**src/c_string_escape_encoder_unit_macros.svh**
```systemverilog
// Assertion helpers used by the escape encoder back end (cse_back).
`ifndef C_STRING_ESCAPE_ENCODER_UNIT_MACROS_SVH
`define C_STRING_ESCAPE_ENCODER_UNIT_MACROS_SVH

// Same-cycle implication, clocked on aclk, off while in reset.
`define CSE_ASSERT_IMP(lbl, ante, cons) \
    lbl: assert property (@(posedge aclk) disable iff (!aresetn) (ante) |-> (cons)) \
        else $error("cse check failed");

// Next-cycle implication, clocked on aclk, off while in reset.
`define CSE_ASSERT_NXT(lbl, ante, cons) \
    lbl: assert property (@(posedge aclk) disable iff (!aresetn) (ante) |=> (cons)) \
        else $error("cse check failed");

`endif

```
**src/cse_pkg.sv**
```systemverilog
package cse_pkg;

    // Register indexes of the configuration port
    localparam logic [2:0] CFG_OPTIONS = 3'd0;
    localparam logic [2:0] CFG_MASK0   = 3'd1;
    localparam logic [2:0] CFG_MASK1   = 3'd2;
    localparam logic [2:0] CFG_MASK2   = 3'd3;
    localparam logic [2:0] CFG_MASK3   = 3'd4;

    localparam int CFG_IDX_W  = 3;
    localparam int CFG_DATA_W = 64;

    // escape_options bits
    localparam int OPT_LIKE_C        = 0;
    localparam int OPT_UNICODE       = 1;
    localparam int OPT_HEX           = 2;
    localparam int OPT_NONPRINT_ONLY = 3;

    localparam int QUEUE_DEPTH = 2;
    localparam int QUEUE_PTR_W = $clog2(QUEUE_DEPTH);
    localparam int QUEUE_CNT_W = $clog2(QUEUE_DEPTH + 1);

    localparam logic [7:0] CH_BSLASH = 8'h5C;
    localparam logic [7:0] CH_U      = 8'h75;
    localparam logic [7:0] CH_X      = 8'h78;
    localparam logic [7:0] CH_ZERO   = 8'h30;

    typedef struct packed {
        logic [7:0] in_byte;
        logic       in_end;
    } in_item_t;

    typedef struct packed {
        logic [7:0] out_byte;
        logic       run_last;
        logic       string_end;
    } out_item_t;

    typedef struct packed {
        logic [3:0]       options;
        logic [3:0][63:0] mask;
    } cfg_t;

    typedef enum logic [1:0] {
        KIND_PASS,
        KIND_CLIKE,
        KIND_UNI,
        KIND_HEX
    } kind_t;

    // One classified item on its way from front to back
    typedef struct packed {
        logic [7:0] raw;
        logic [7:0] sec;
        kind_t      kind;
        logic [2:0] last_idx;
        logic       str_end;
    } cmd_t;

    function automatic logic [7:0] hex_digit(input logic [3:0] nib);
        logic [7:0] d;
        if (nib < 4'd10) begin
            d = 8'h30 + {4'd0, nib};
        end else begin
            d = 8'h57 + {4'd0, nib};
        end
        return d;
    endfunction

    // Letter of the two-character control escapes; zero where there is none
    function automatic logic [7:0] ctrl_letter(input logic [7:0] b);
        logic [7:0] l;
        case (b)
            8'h0A: begin
                l = 8'h6E;
            end
            8'h0D: begin
                l = 8'h72;
            end
            8'h08: begin
                l = 8'h62;
            end
            8'h0C: begin
                l = 8'h66;
            end
            8'h09: begin
                l = 8'h74;
            end
            8'h07: begin
                l = 8'h61;
            end
            default: begin
                l = 8'h00;
            end
        endcase
        return l;
    endfunction

endpackage

```
**src/cse_front.sv**
```systemverilog
module cse_front (
    input  logic              aclk,
    input  logic              aresetn,
    input  cse_pkg::cfg_t     cfg,
    input  logic              s_valid,
    output logic              s_ready,
    input  cse_pkg::in_item_t s_data,
    output logic              cmd_valid,
    input  logic              cmd_ready,
    output cse_pkg::cmd_t     cmd
);

    logic          valid_reg, valid_next;
    cse_pkg::cmd_t cmd_reg, cmd_next;
    logic          accept;
    logic          printable, member, eligible, clike_ok;
    logic [7:0]    b;

    assign b         = s_data.in_byte;
    assign s_ready   = !valid_reg || cmd_ready;
    assign accept    = s_valid && s_ready;
    assign cmd_valid = valid_reg;
    assign cmd       = cmd_reg;

    always_comb begin
        printable = b inside {[8'h20:8'h7E]};
        member    = cfg.mask[b[7:6]][b[5:0]];
        eligible  = member && !(cfg.options[cse_pkg::OPT_NONPRINT_ONLY] && printable);
        clike_ok  = printable || (b inside {8'h0A, 8'h0D, 8'h08, 8'h0C, 8'h09, 8'h07});

        cmd_next.raw      = b;
        cmd_next.str_end  = s_data.in_end;
        cmd_next.sec      = printable ? b : cse_pkg::ctrl_letter(b);
        cmd_next.kind     = cse_pkg::KIND_PASS;
        cmd_next.last_idx = 3'd0;
        // Rules in priority order: c-like, unicode, hex
        if (eligible && cfg.options[cse_pkg::OPT_LIKE_C] && clike_ok) begin
            cmd_next.kind     = cse_pkg::KIND_CLIKE;
            cmd_next.last_idx = 3'd1;
        end else if (eligible && cfg.options[cse_pkg::OPT_UNICODE] && !printable) begin
            cmd_next.kind     = cse_pkg::KIND_UNI;
            cmd_next.last_idx = 3'd5;
        end else if (eligible && cfg.options[cse_pkg::OPT_HEX]) begin
            cmd_next.kind     = cse_pkg::KIND_HEX;
            cmd_next.last_idx = (b >= 8'h10) ? 3'd3 : 3'd2;
        end

        valid_next = accept || (valid_reg && !cmd_ready);
    end

    always_ff @(posedge aclk) begin
        if (!aresetn) begin
            valid_reg <= 1'b0;
        end else begin
            valid_reg <= valid_next;
        end
    end

    always_ff @(posedge aclk) begin
        if (accept) begin
            cmd_reg <= cmd_next;
        end
    end

endmodule

```
**src/cse_queue.sv**
```systemverilog
module cse_queue (
    input  logic          aclk,
    input  logic          aresetn,
    input  logic          push_valid,
    output logic          push_ready,
    input  cse_pkg::cmd_t push_data,
    output logic          pop_valid,
    input  logic          pop_ready,
    output cse_pkg::cmd_t pop_data
);

    cse_pkg::cmd_t                    mem_reg [cse_pkg::QUEUE_DEPTH];
    logic [cse_pkg::QUEUE_PTR_W-1:0]  wr_ptr_reg, wr_ptr_next;
    logic [cse_pkg::QUEUE_PTR_W-1:0]  rd_ptr_reg, rd_ptr_next;
    logic [cse_pkg::QUEUE_CNT_W-1:0]  count_reg, count_next;
    logic                             push, pop;

    localparam logic [cse_pkg::QUEUE_PTR_W-1:0] PTR_MAX =
        cse_pkg::QUEUE_PTR_W'(cse_pkg::QUEUE_DEPTH - 1);
    localparam logic [cse_pkg::QUEUE_CNT_W-1:0] CNT_FULL =
        cse_pkg::QUEUE_CNT_W'(cse_pkg::QUEUE_DEPTH);

    assign push_ready = count_reg != CNT_FULL;
    assign pop_valid  = count_reg != '0;
    assign pop_data   = mem_reg[rd_ptr_reg];
    assign push       = push_valid && push_ready;
    assign pop        = pop_valid && pop_ready;

    always_comb begin
        wr_ptr_next = wr_ptr_reg;
        rd_ptr_next = rd_ptr_reg;
        count_next  = count_reg;
        if (push) begin
            wr_ptr_next = (wr_ptr_reg == PTR_MAX) ? '0 : wr_ptr_reg + 1'b1;
        end
        if (pop) begin
            rd_ptr_next = (rd_ptr_reg == PTR_MAX) ? '0 : rd_ptr_reg + 1'b1;
        end
        if (push && !pop) begin
            count_next = count_reg + 1'b1;
        end else if (pop && !push) begin
            count_next = count_reg - 1'b1;
        end
    end

    always_ff @(posedge aclk) begin
        if (!aresetn) begin
            wr_ptr_reg <= '0;
            rd_ptr_reg <= '0;
            count_reg  <= '0;
        end else begin
            wr_ptr_reg <= wr_ptr_next;
            rd_ptr_reg <= rd_ptr_next;
            count_reg  <= count_next;
        end
    end

    always_ff @(posedge aclk) begin
        if (push) begin
            mem_reg[wr_ptr_reg] <= push_data;
        end
    end

endmodule

```
**src/cse_back.sv**
```systemverilog
`include "c_string_escape_encoder_unit_macros.svh"

module cse_back (
    input  logic               aclk,
    input  logic               aresetn,
    input  logic               cmd_valid,
    output logic               cmd_ready,
    input  cse_pkg::cmd_t      cmd,
    output logic               m_valid,
    input  logic               m_ready,
    output cse_pkg::out_item_t m_data
);

    logic               m_valid_reg, m_valid_next;
    cse_pkg::out_item_t m_data_reg, m_data_next;
    logic [2:0]         idx_reg, idx_next;
    logic               out_free, load, gen_last;
    logic [7:0]         gen_byte;

    assign out_free  = !m_valid_reg || m_ready;
    assign load      = cmd_valid && out_free;
    assign gen_last  = idx_reg == cmd.last_idx;
    assign cmd_ready = load && gen_last;
    assign m_valid   = m_valid_reg;
    assign m_data    = m_data_reg;

    always_comb begin
        case (cmd.kind)
            cse_pkg::KIND_PASS: begin
                gen_byte = cmd.raw;
            end
            cse_pkg::KIND_CLIKE: begin
                gen_byte = (idx_reg == 3'd0) ? cse_pkg::CH_BSLASH : cmd.sec;
            end
            cse_pkg::KIND_UNI: begin
                case (idx_reg)
                    3'd0: begin
                        gen_byte = cse_pkg::CH_BSLASH;
                    end
                    3'd1: begin
                        gen_byte = cse_pkg::CH_U;
                    end
                    3'd2, 3'd3: begin
                        gen_byte = cse_pkg::CH_ZERO;
                    end
                    3'd4: begin
                        gen_byte = cse_pkg::hex_digit(cmd.raw[7:4]);
                    end
                    default: begin
                        gen_byte = cse_pkg::hex_digit(cmd.raw[3:0]);
                    end
                endcase
            end
            cse_pkg::KIND_HEX: begin
                if (idx_reg == 3'd0) begin
                    gen_byte = cse_pkg::CH_BSLASH;
                end else if (idx_reg == 3'd1) begin
                    gen_byte = cse_pkg::CH_X;
                end else if (!gen_last) begin
                    gen_byte = cse_pkg::hex_digit(cmd.raw[7:4]);
                end else begin
                    gen_byte = cse_pkg::hex_digit(cmd.raw[3:0]);
                end
            end
            default: begin
                gen_byte = cmd.raw;
            end
        endcase

        m_data_next.out_byte   = gen_byte;
        m_data_next.run_last   = gen_last;
        m_data_next.string_end = gen_last && cmd.str_end;

        // hold the counter unless a byte goes into the output register
        idx_next = idx_reg;
        if (load) begin
            idx_next = gen_last ? 3'd0 : idx_reg + 3'd1;
        end
        m_valid_next = load || (m_valid_reg && !m_ready);
    end

    always_ff @(posedge aclk) begin
        if (!aresetn) begin
            m_valid_reg <= 1'b0;
            idx_reg     <= 3'd0;
        end else begin
            m_valid_reg <= m_valid_next;
            idx_reg     <= idx_next;
        end
    end

    always_ff @(posedge aclk) begin
        if (load) begin
            m_data_reg <= m_data_next;
        end
    end

    `CSE_ASSERT_IMP(a_idx_in_range, cmd_valid, idx_reg <= cmd.last_idx)
    `CSE_ASSERT_IMP(a_mid_item_held, idx_reg != 3'd0, cmd_valid)
    `CSE_ASSERT_NXT(a_last_rewinds, load && gen_last, idx_reg == 3'd0 && m_data_reg.run_last)

endmodule

```
**src/c_string_escape_encoder_unit.sv**
```systemverilog
// A byte accepted at the input passes the front command register, the queue and the
// back-end output register. Throughput with m_ready high: one input byte per cycle while
// bytes pass through; an escaped byte expands to 2 to 6 output bytes, one per cycle from
// the back-end expansion counter, with a two-entry queue absorbing front/back skew.
// Reset: synchronous, active low; clears the configuration, the queue and all valids.
module c_string_escape_encoder_unit (
    input  logic                             aclk,
    input  logic                             aresetn,
    input  logic                             cfg_wr_en,
    input  logic [cse_pkg::CFG_IDX_W-1:0]    cfg_index,
    input  logic [cse_pkg::CFG_DATA_W-1:0]   cfg_wr_data,
    input  logic                             s_valid,
    output logic                             s_ready,
    input  cse_pkg::in_item_t                s_data,
    output logic                             m_valid,
    input  logic                             m_ready,
    output cse_pkg::out_item_t               m_data
);

    cse_pkg::cfg_t cfg_reg;
    logic          f_valid, f_ready, q_valid, q_ready;
    cse_pkg::cmd_t f_cmd, q_cmd;

    always_ff @(posedge aclk) begin
        if (!aresetn) begin
            cfg_reg <= '0;
        end else if (cfg_wr_en) begin
            case (cfg_index)
                cse_pkg::CFG_OPTIONS: begin
                    cfg_reg.options <= cfg_wr_data[3:0];
                end
                cse_pkg::CFG_MASK0: begin
                    cfg_reg.mask[0] <= cfg_wr_data;
                end
                cse_pkg::CFG_MASK1: begin
                    cfg_reg.mask[1] <= cfg_wr_data;
                end
                cse_pkg::CFG_MASK2: begin
                    cfg_reg.mask[2] <= cfg_wr_data;
                end
                cse_pkg::CFG_MASK3: begin
                    cfg_reg.mask[3] <= cfg_wr_data;
                end
                default: begin
                    // drop writes to unknown registers
                end
            endcase
        end
    end

    cse_front u_front (
        .aclk      (aclk),
        .aresetn   (aresetn),
        .cfg       (cfg_reg),
        .s_valid   (s_valid),
        .s_ready   (s_ready),
        .s_data    (s_data),
        .cmd_valid (f_valid),
        .cmd_ready (f_ready),
        .cmd       (f_cmd)
    );

    cse_queue u_queue (
        .aclk       (aclk),
        .aresetn    (aresetn),
        .push_valid (f_valid),
        .push_ready (f_ready),
        .push_data  (f_cmd),
        .pop_valid  (q_valid),
        .pop_ready  (q_ready),
        .pop_data   (q_cmd)
    );

    cse_back u_back (
        .aclk      (aclk),
        .aresetn   (aresetn),
        .cmd_valid (q_valid),
        .cmd_ready (q_ready),
        .cmd       (q_cmd),
        .m_valid   (m_valid),
        .m_ready   (m_ready),
        .m_data    (m_data)
    );

endmodule
```
**config.mk**
```make
export PLATFORM = sky130hd
export DESIGN_NAME = c_string_escape_encoder_unit
export DESIGN_NICKNAME = d
export VERILOG_FILES = /design/src/cse_pkg.sv /design/src/cse_front.sv /design/src/cse_queue.sv /design/src/cse_back.sv /design/src/c_string_escape_encoder_unit.sv
export VERILOG_INCLUDE_DIRS = /design/src /design/src/src
export SDC_FILE = /design/constraint.sdc
export NUM_CORES = 1
export LEC_CHECK = 0
export BUFFER_PORTS_ARGS = -buffer_cell sky130_fd_sc_hd__clkbuf_2
export CAP_MARGIN = 30
export CORE_MARGIN = 1
export CORE_UTILIZATION = 65
export DETAILED_ROUTE_END_ITERATION = 8
export GPL_ROUTABILITY_DRIVEN = 1
export GPL_TIMING_DRIVEN = 0
export PLACE_DENSITY = 0.87
export SLEW_MARGIN = 20
export SYNTH_ARGS = -nofsm -noshare
export SYNTH_HDL_FRONTEND = slang
export SYNTH_SLANG_ARGS = --single-unit
export TNS_END_PERCENT = 5
```
**constraint.sdc**
```tcl
create_clock -name aclk -period 5.2 [get_ports aclk]
set_clock_uncertainty 0.05 [all_clocks]
set_input_delay 1.04 -clock aclk [delete_from_list [all_inputs] [get_ports aclk]]
set_output_delay 1.04 -clock aclk [all_outputs]
set_load 0.01 [all_outputs]
```
# Word-level counts from Yosys, hierarchy flattened
# Memories as Yosys holds them, arrays and structs flattened. A register that Yosys moved wholly into a read port is not among the register bits.
# Cells that the tools add are included.
[classes] addsub=9 magnitude_cmp=7 n_eq_ne=19 mux=26 bitwise_logic=1 reduce_logical=45
[op_table] op="$bmux 64 s2" count=1
[op_table] op="$mux 64" count=1
[op_table] op="$pmux 8 s4" count=2
[op_table] op="$mux 8" count=7
[op_table] op="$pmux 7 s6" count=1
[op_table] op="$eq 8x4->1 const B" count=5
[op_table] op="$logic_and 1x1->1" count=18
[op_table] op="$add 7x4->8 const A" count=2
[op_table] op="$add 6x4->7 const A" count=2
[op_table] op="$eq 3x2->1 const B" count=4
[op_table] op="$mux 5" count=2
[op_table] op="$reduce_and 2->1" count=5
[op_table] op="$eq 8x3->1 const B" count=1
[op_table] op="$ge 8x5->1 const B" count=1
[op_table] op="$ge 8x6->1 const B" count=1
[op_table] op="$le 8x7->1 const B" count=1
[op_table] op="$logic_not 1->1" count=8
[op_table] op="$lt 4x4->1 const B" count=2
[op_table] op="$mux 1" count=8
[op_table] op="$lt 6x7->1 const B" count=1
[op_table] op="$bmux 1 s6" count=1
[op_table] op="$eq 3x1->1 const B" count=2
[op_table] op="$eq 3x3->1 const B" count=2
[op_table] op="$logic_not 3->1" count=2
[op_table] op="18 further kinds" count=27
[totals] ff_bits=301 mem_bits_rw=44 inputBits=81 output_inout_bits=12 wordCells=129 memories=1
[memory_table] memory="u_queue.mem_reg" depth=2 width=22 rd=1 rd_ports_with_merged_regs=1 wr=1 line_no="cse_queue.sv:12" rtl="cse_pkg::cmd_t mem_reg [cse_pkg::QUEUE_DEPTH];"

# Logic depth before layout (Yosys ltp)
[depth] word_depth=8 depth_mapped=11 depth_no_buf=9

# Modules after synthesis
# Synthesis repeated with hierarchy kept, for this count alone.
[unflattened] cells_unflattened=1427 area_unflattened_um2=15805.2
[modules_own_cells] mod="c_string_escape_encoder_unit" n_inst=1 cells_each=913 area_per_inst_um2=9570.4
[modules_own_cells] mod="cse_front" n_inst=1 cells_each=280 area_per_inst_um2=3228.1
[modules_own_cells] mod="cse_queue" n_inst=1 cells_each=92 area_per_inst_um2=1821.7
[modules_own_cells] mod="cse_back" n_inst=1 cells_each=142 area_per_inst_um2=1184.9

# Worst setup path after synthesis
# No wires, ideal clock.
[synth_path] path_kind="input to register" from="in s_data[7] (netlist bit)" to="reg u_front.cmd_reg, in the netlist u_front.cmd[2] (data pin)" setup_time_ns=0.266 t_arrival_ns=2.726 path_slack_ns=2.159 cell_stages=9 n_path_buf=2 cell_sequence="buf_6 > buf_12 > mux4_2 > mux2i_1 > o22ai_1 > a2111oi_2 > o41ai_1 > a22oi_2 > nor3_1"
[synth_via] elab_chain_cells=8 word_cells_on_any_way=26 cone_classes="2 x order compare; 6 x eq/ne; 4 x mux; 1 x bitwise; 13 x reduce/logical"
[synth_rtl] element="from (decl)" line_no="c_string_escape_encoder_unit.sv:14" rtl="input cse_pkg::in_item_t s_data,"
[synth_rtl] element="$bmux 64 s2 (tied with other cells)" line_no="cse_front.sv:27" rtl="member = cfg.mask[b[7:6]][b[5:0]];"
[synth_rtl] element="$mux 64 (not written as such) / $logic_and 1x1->1 (equally long branches)" line_no="cse_front.sv:27, cse_front.sv:26"
[synth_rtl] element="$bmux 1 s6 / $logic_and 1x1->1 (equally long branches)" line_no="cse_front.sv:27, cse_front.sv:28"
[synth_rtl] element="$mux 1 (not written as such) / $logic_not 1->1 (equally long branches)" line_no="cse_front.sv:27, cse_front.sv:28"
[synth_rtl] element="$logic_and 1x1->1" line_no="cse_front.sv:28" rtl="eligible = member && !(cfg.options[cse_pkg::OPT_NONPRINT_ONLY] && printable);"
[synth_rtl] element="$logic_and 1x1->1 (on tied branches)" line_no="cse_front.sv:40, cse_front.sv:37, cse_front.sv:43"
[synth_rtl] element="$logic_and 1x1->1 (tied with other cells)" line_no="cse_front.sv:40" rtl="end else if (eligible && cfg.options[cse_pkg::OPT_UNICODE] && !printable) begin"
[synth_rtl] element="$reduce_or 3->1 (no line) (*)"
[synth_rtl] element="to (signal assigned)" line_no="cse_front.sv:61" rtl="cmd_reg <= cmd_next;"
[synth_rtl] element="to (decl)" line_no="cse_front.sv:14" rtl="cse_pkg::cmd_t cmd_reg, cmd_next;"
# Every way passes the cells marked *; elsewhere a longest branch is shown, timed or not. The select of a mux whose other input is x is not followed.
# A chain may end at the register's enable or synchronous reset.

# Final worst setup path
[layout_path] from="in s_data[1] (netlist bit)" to="reg u_front.cmd_reg, in the netlist u_front.cmd[1] (data pin)"
[layout_via] elab_chain_cells=8 word_cells_on_any_way=26 cone_classes="3 x order compare; 6 x eq/ne; 4 x mux; 13 x reduce/logical"
[layout_rtl] element="$ge 8x6->1 / $le 8x7->1 (equally long branches)" line_no="cse_front.sv:26" rtl="printable = b inside {[8'h20:8'h7E]};"
[layout_rtl] element="$logic_and 1x1->1" line_no="cse_front.sv:26"
[layout_rtl] element="$logic_and 1x1->1" line_no="cse_front.sv:28"
[layout_rtl] element="$logic_not 1->1" line_no="cse_front.sv:28"
[layout_rtl] element="$logic_and 1x1->1" line_no="cse_front.sv:28"
[layout_rtl] element="$logic_and 1x1->1 (on tied branches) (2 in series)" line_no="cse_front.sv:40, cse_front.sv:37"
[layout_rtl] element="$reduce_or 2->1 (no line)"
# Several ways; a longest one is shown, not always the timed one. The select of a mux whose other input is x is not followed.

==> impl.org <==
** Setup path
- For the worst flop-to-flop path, the logic depth is 9.
- STA classifies the critical path endpoint as a flip-flop.
- Data required time at the worst endpoint :: 5.48 ns
- Max FO, Critical Path :: 10
- Arrival @ worst endpoint :: 3.74 ns
- The setup path with the least slack is of type in -> reg.
- The worst setup path is launched from an input port.

** Clocking
- Clock insertion delay at the later pin of the skew report :: 0.52 ns
- Hold repair after CTS inserted 0 buffers.
- # Post-CTS Setup Buffers :: 0
- Clock slew at reported path FFs :: 0.06 ns
- Maximum level of the CTS H-tree :: 2
- Number of CTS-inserted buffers :: 36
- CTS root buf :: sky130_fd_sc_hd__clkbuf_16
- Post-CTS repair changed the size of 0 cells.
- In this run the deepest clock path goes through 3 buffers.
- CTS tree :: built
- The clock drives 346 sinks.

** Logic synthesis
- The most used flip-flop cell after synthesis is sky130_fd_sc_hd__dfxtp_1.
- Average footprint of a synthesized cell :: 9.69 µm²
- Number of flops mapped to enable cells by yosys :: 76
- In this run the cell area of the synthesized design comes to 15800 µm².
- After synthesis the netlist holds a flip-flop and latch count of 346.
- Synth warn :: 0
- Seq/Total Area, Yosys :: 48.5%
- Async S/R FF share, synth :: 0%
- Synthesis instantiated 73 different standard cells from the library.
- Synth top area share :: 34.1%
- Of all cell types, the one taking the most synthesized area is sky130_fd_sc_hd__dfxtp_1.
- In the synthesized netlist, the number of instances is 1635.
- Top area cells in the synthesized netlist :: sky130_fd_sc_hd__dfxtp_1 34%, sky130_fd_sc_hd__edfxtp_1 14%, sky130_fd_sc_hd__nand2_1 13%, sky130_fd_sc_hd__a21boi_0 12%, sky130_fd_sc_hd__mux4_2 6.1%
- Post-synth net total :: 1722

** Timing
- Min Clock Period, post-route :: 3.46 ns
- Transition time at the pin with the least slew margin :: 0.897 ns
- Of the available clock period, the critical path in the final layout requires 66.5%.
- The number of slew-limit violations in the final report came to 0.
- In this run the tightest slew margin relative to its limit is 40.2%.
- F_max :: 0.289 GHz
- Unrepaired setup endpoints after global routing :: false
- For the final routed database, the setup TNS stands at 0 ns.
- Number of endpoints failing setup at the final stage :: 0
- The number of hold violations in the final report was 0.

** Drt
- After the first detailed-routing iteration, the DRC count stood at 1837.
- The count of nets left with antenna violations once routing finished came out at 0.
- The routed design has 45.3 mm of wire.
- First-pass iteration count of the detailed router :: 6
- Routed length per instance :: 21.4 µm
- Drt drc :: 0
- Post-detailed-route via-to-cell ratio :: 6.30
- Summing over every cut layer, the via total after detailed routing is 13300.

** Cells and area
- Layout cell share with drive strength beyond 1 :: 13.9%
- Commonest non-fill, non-tap cell in the layout :: sky130_fd_sc_hd__nand2_1
- The repair_antennas step left the layout with diodes totalling 0.
- In the layout the commonest cells are 544 x sky130_fd_sc_hd__nand2_1, 270 x sky130_fd_sc_hd__dfxtp_1, 258 x sky130_fd_sc_hd__a21boi_0.
- Total area of multi-input combinational cells :: 7450 µm²
- Number of fillers in the final layout :: 1550
- Area of all placed cells without fillers :: 17900 µm²
- Summing all flip-flop and latch instances after layout gives 7690 µm².
- Area added between synthesis and finish :: 13.0%
- Max reg flops :: 260
- Fin nets :: 1856

** Place
- Once placement finished, the instance area stood at 16700 µm².
- Detailed placement finished with a half-perimeter wire length of 30.8 mm.
- Input and output buffers added on the ports amount to 91.
- At the end of routability-driven placement, the weighted congestion stood at 1.01.

** Status
- The flow ran to the end, and the final reports show no timing, DRC or antenna violations.

** Die
- Placeable Area :: 23700 µm²
- Die width :: 158 µm
- Top-level port count :: 93
- Total Die Area :: 25000 µm²
- For this configuration, the core starts out at a cell density of 66.9%.
- Number of rows created at floorplan :: 56
- Die Ht :: 158 µm

** Pwr
- Power per unit of standard cell area :: 346 nW/µm²
- Static Leak :: 6.24 nW
- Design Power :: 6.19 mW
- Worst-case vdd ir drop :: 337 µV

** Min path
- In this run the worst hold path is classified as reg -> reg.
- Hold Path Stages :: 0

** Global route
- The first global-routing pass estimated 69.3 mm of wire.
- Pin count of the biggest net entering global routing :: 23
- The initial antenna violation count is 1.
- Remaining global-route overflow :: 0
- For this run, the total global-route usage over all layers was measured as 36.9%.
- The number of global-route vias before repair is 12900.

** Flow run
- Max_cap viols :: 0
==> layer usage <==
metal	up-vias	wire length [µm]	global-route usage (%)
met2	905	21300	59.3
met3	205	4560	6.60
met4	0	2550	21.1
met5	-	0	0
li1	5937	-	-
met1	6270	16900	47.0
==> Yosys cell counts, drive strengths merged, types with 18 or more instances <==
cell type,number
o21ai,18
mux4,56
dfxtp,270
mux2i,39
clkbuf,94
nand2,544
a21oi,20
a21boi,258
nor2,21
nor2b,20
edfxtp,76
buf,30
==> logic make-up after synthesis <==
logic type	after synthesis	synth area share, %
AO/OA/AOI/OAI	367	17.1
multiplexers	110	11.8
flip-flops	346	48.5
adder cells (fa/ha/maj)	6	0.474
XOR/XNOR	8	0.442
buffers and inverters	134	4.43
other	1	0.0237
AND/OR/NAND/NOR	663	17.3
==> worst max-delay path: stages <==
cell,delay (ns)
sky130_fd_sc_hd__clkbuf_2,0.10
sky130_fd_sc_hd__buf_6,0.21
sky130_fd_sc_hd__clkbuf_8,0.27
sky130_fd_sc_hd__nor2b_1,0.62
sky130_fd_sc_hd__a22oi_1,0.23
sky130_fd_sc_hd__a31o_2,0.29
sky130_fd_sc_hd__nor4_1,0.46
sky130_fd_sc_hd__a22oi_2,0.20
sky130_fd_sc_hd__a211oi_1,0.28
==> path summary, 6_finish.rpt <==
kind / from / to / slack (ns)
max: s_data[1] / u_front.cmd[1]$_SDFFCE_PP1P_ / 1.74
min: u_front.cmd[11]$_DFFE_PP_ / u_queue.mem_reg[1][11]$_DFFE_PP_ / 0.38
max reg2reg: flip-flop / u_queue.count_reg[1]$_SDFFE_PN0P_ / 2.29
min reg2reg: u_front.cmd[11]$_DFFE_PP_ / u_queue.mem_reg[1][11]$_DFFE_PP_ / 0.38
==> metrics by stage <==
| step | std cells | hold slack, ns | util (%) | worst slack (ns) |
|---|---|---|---|---|
| 2_1_floorplan | 1635 | 0.371 | - | 2.16 |
| 3_3_place_gp | 2045 | 0.372 | 70.5 | 1.42 |
| 3_5_place_dp | 2046 | 0.379 | 70.6 | 1.40 |
| 4_1_cts | 2109 | 0.389 | 75.4 | 1.93 |
| 5_1_grt | 2113 | 0.392 | 75.6 | 1.48 |
| 6_report | 2113 | 0.383 | 75.6 | 1.74 |
==> area by class of cell <==
cell class	instances	share of cell area [%]
plain buffers	124	3.71
clock buffers	50	5.78
clock inverters	13	0.629
inverters	10	0.210
multi-input cells	1155	41.6
flip-flops and latches	346	42.9
well taps	319	2.23
repair buffers	96	2.86
==> report_power, final <==
part	total, mW	leakage (nW)	internal [mW]	switching (mW)
clock	2.53	0.566	1.49	1.05
sequential	2.92	2.91	2.87	0.0525
combinational	0.731	2.76	0.276	0.455
total	6.19	6.24	4.63	1.55
No activity file was read; power rests on OpenSTA's default activity.
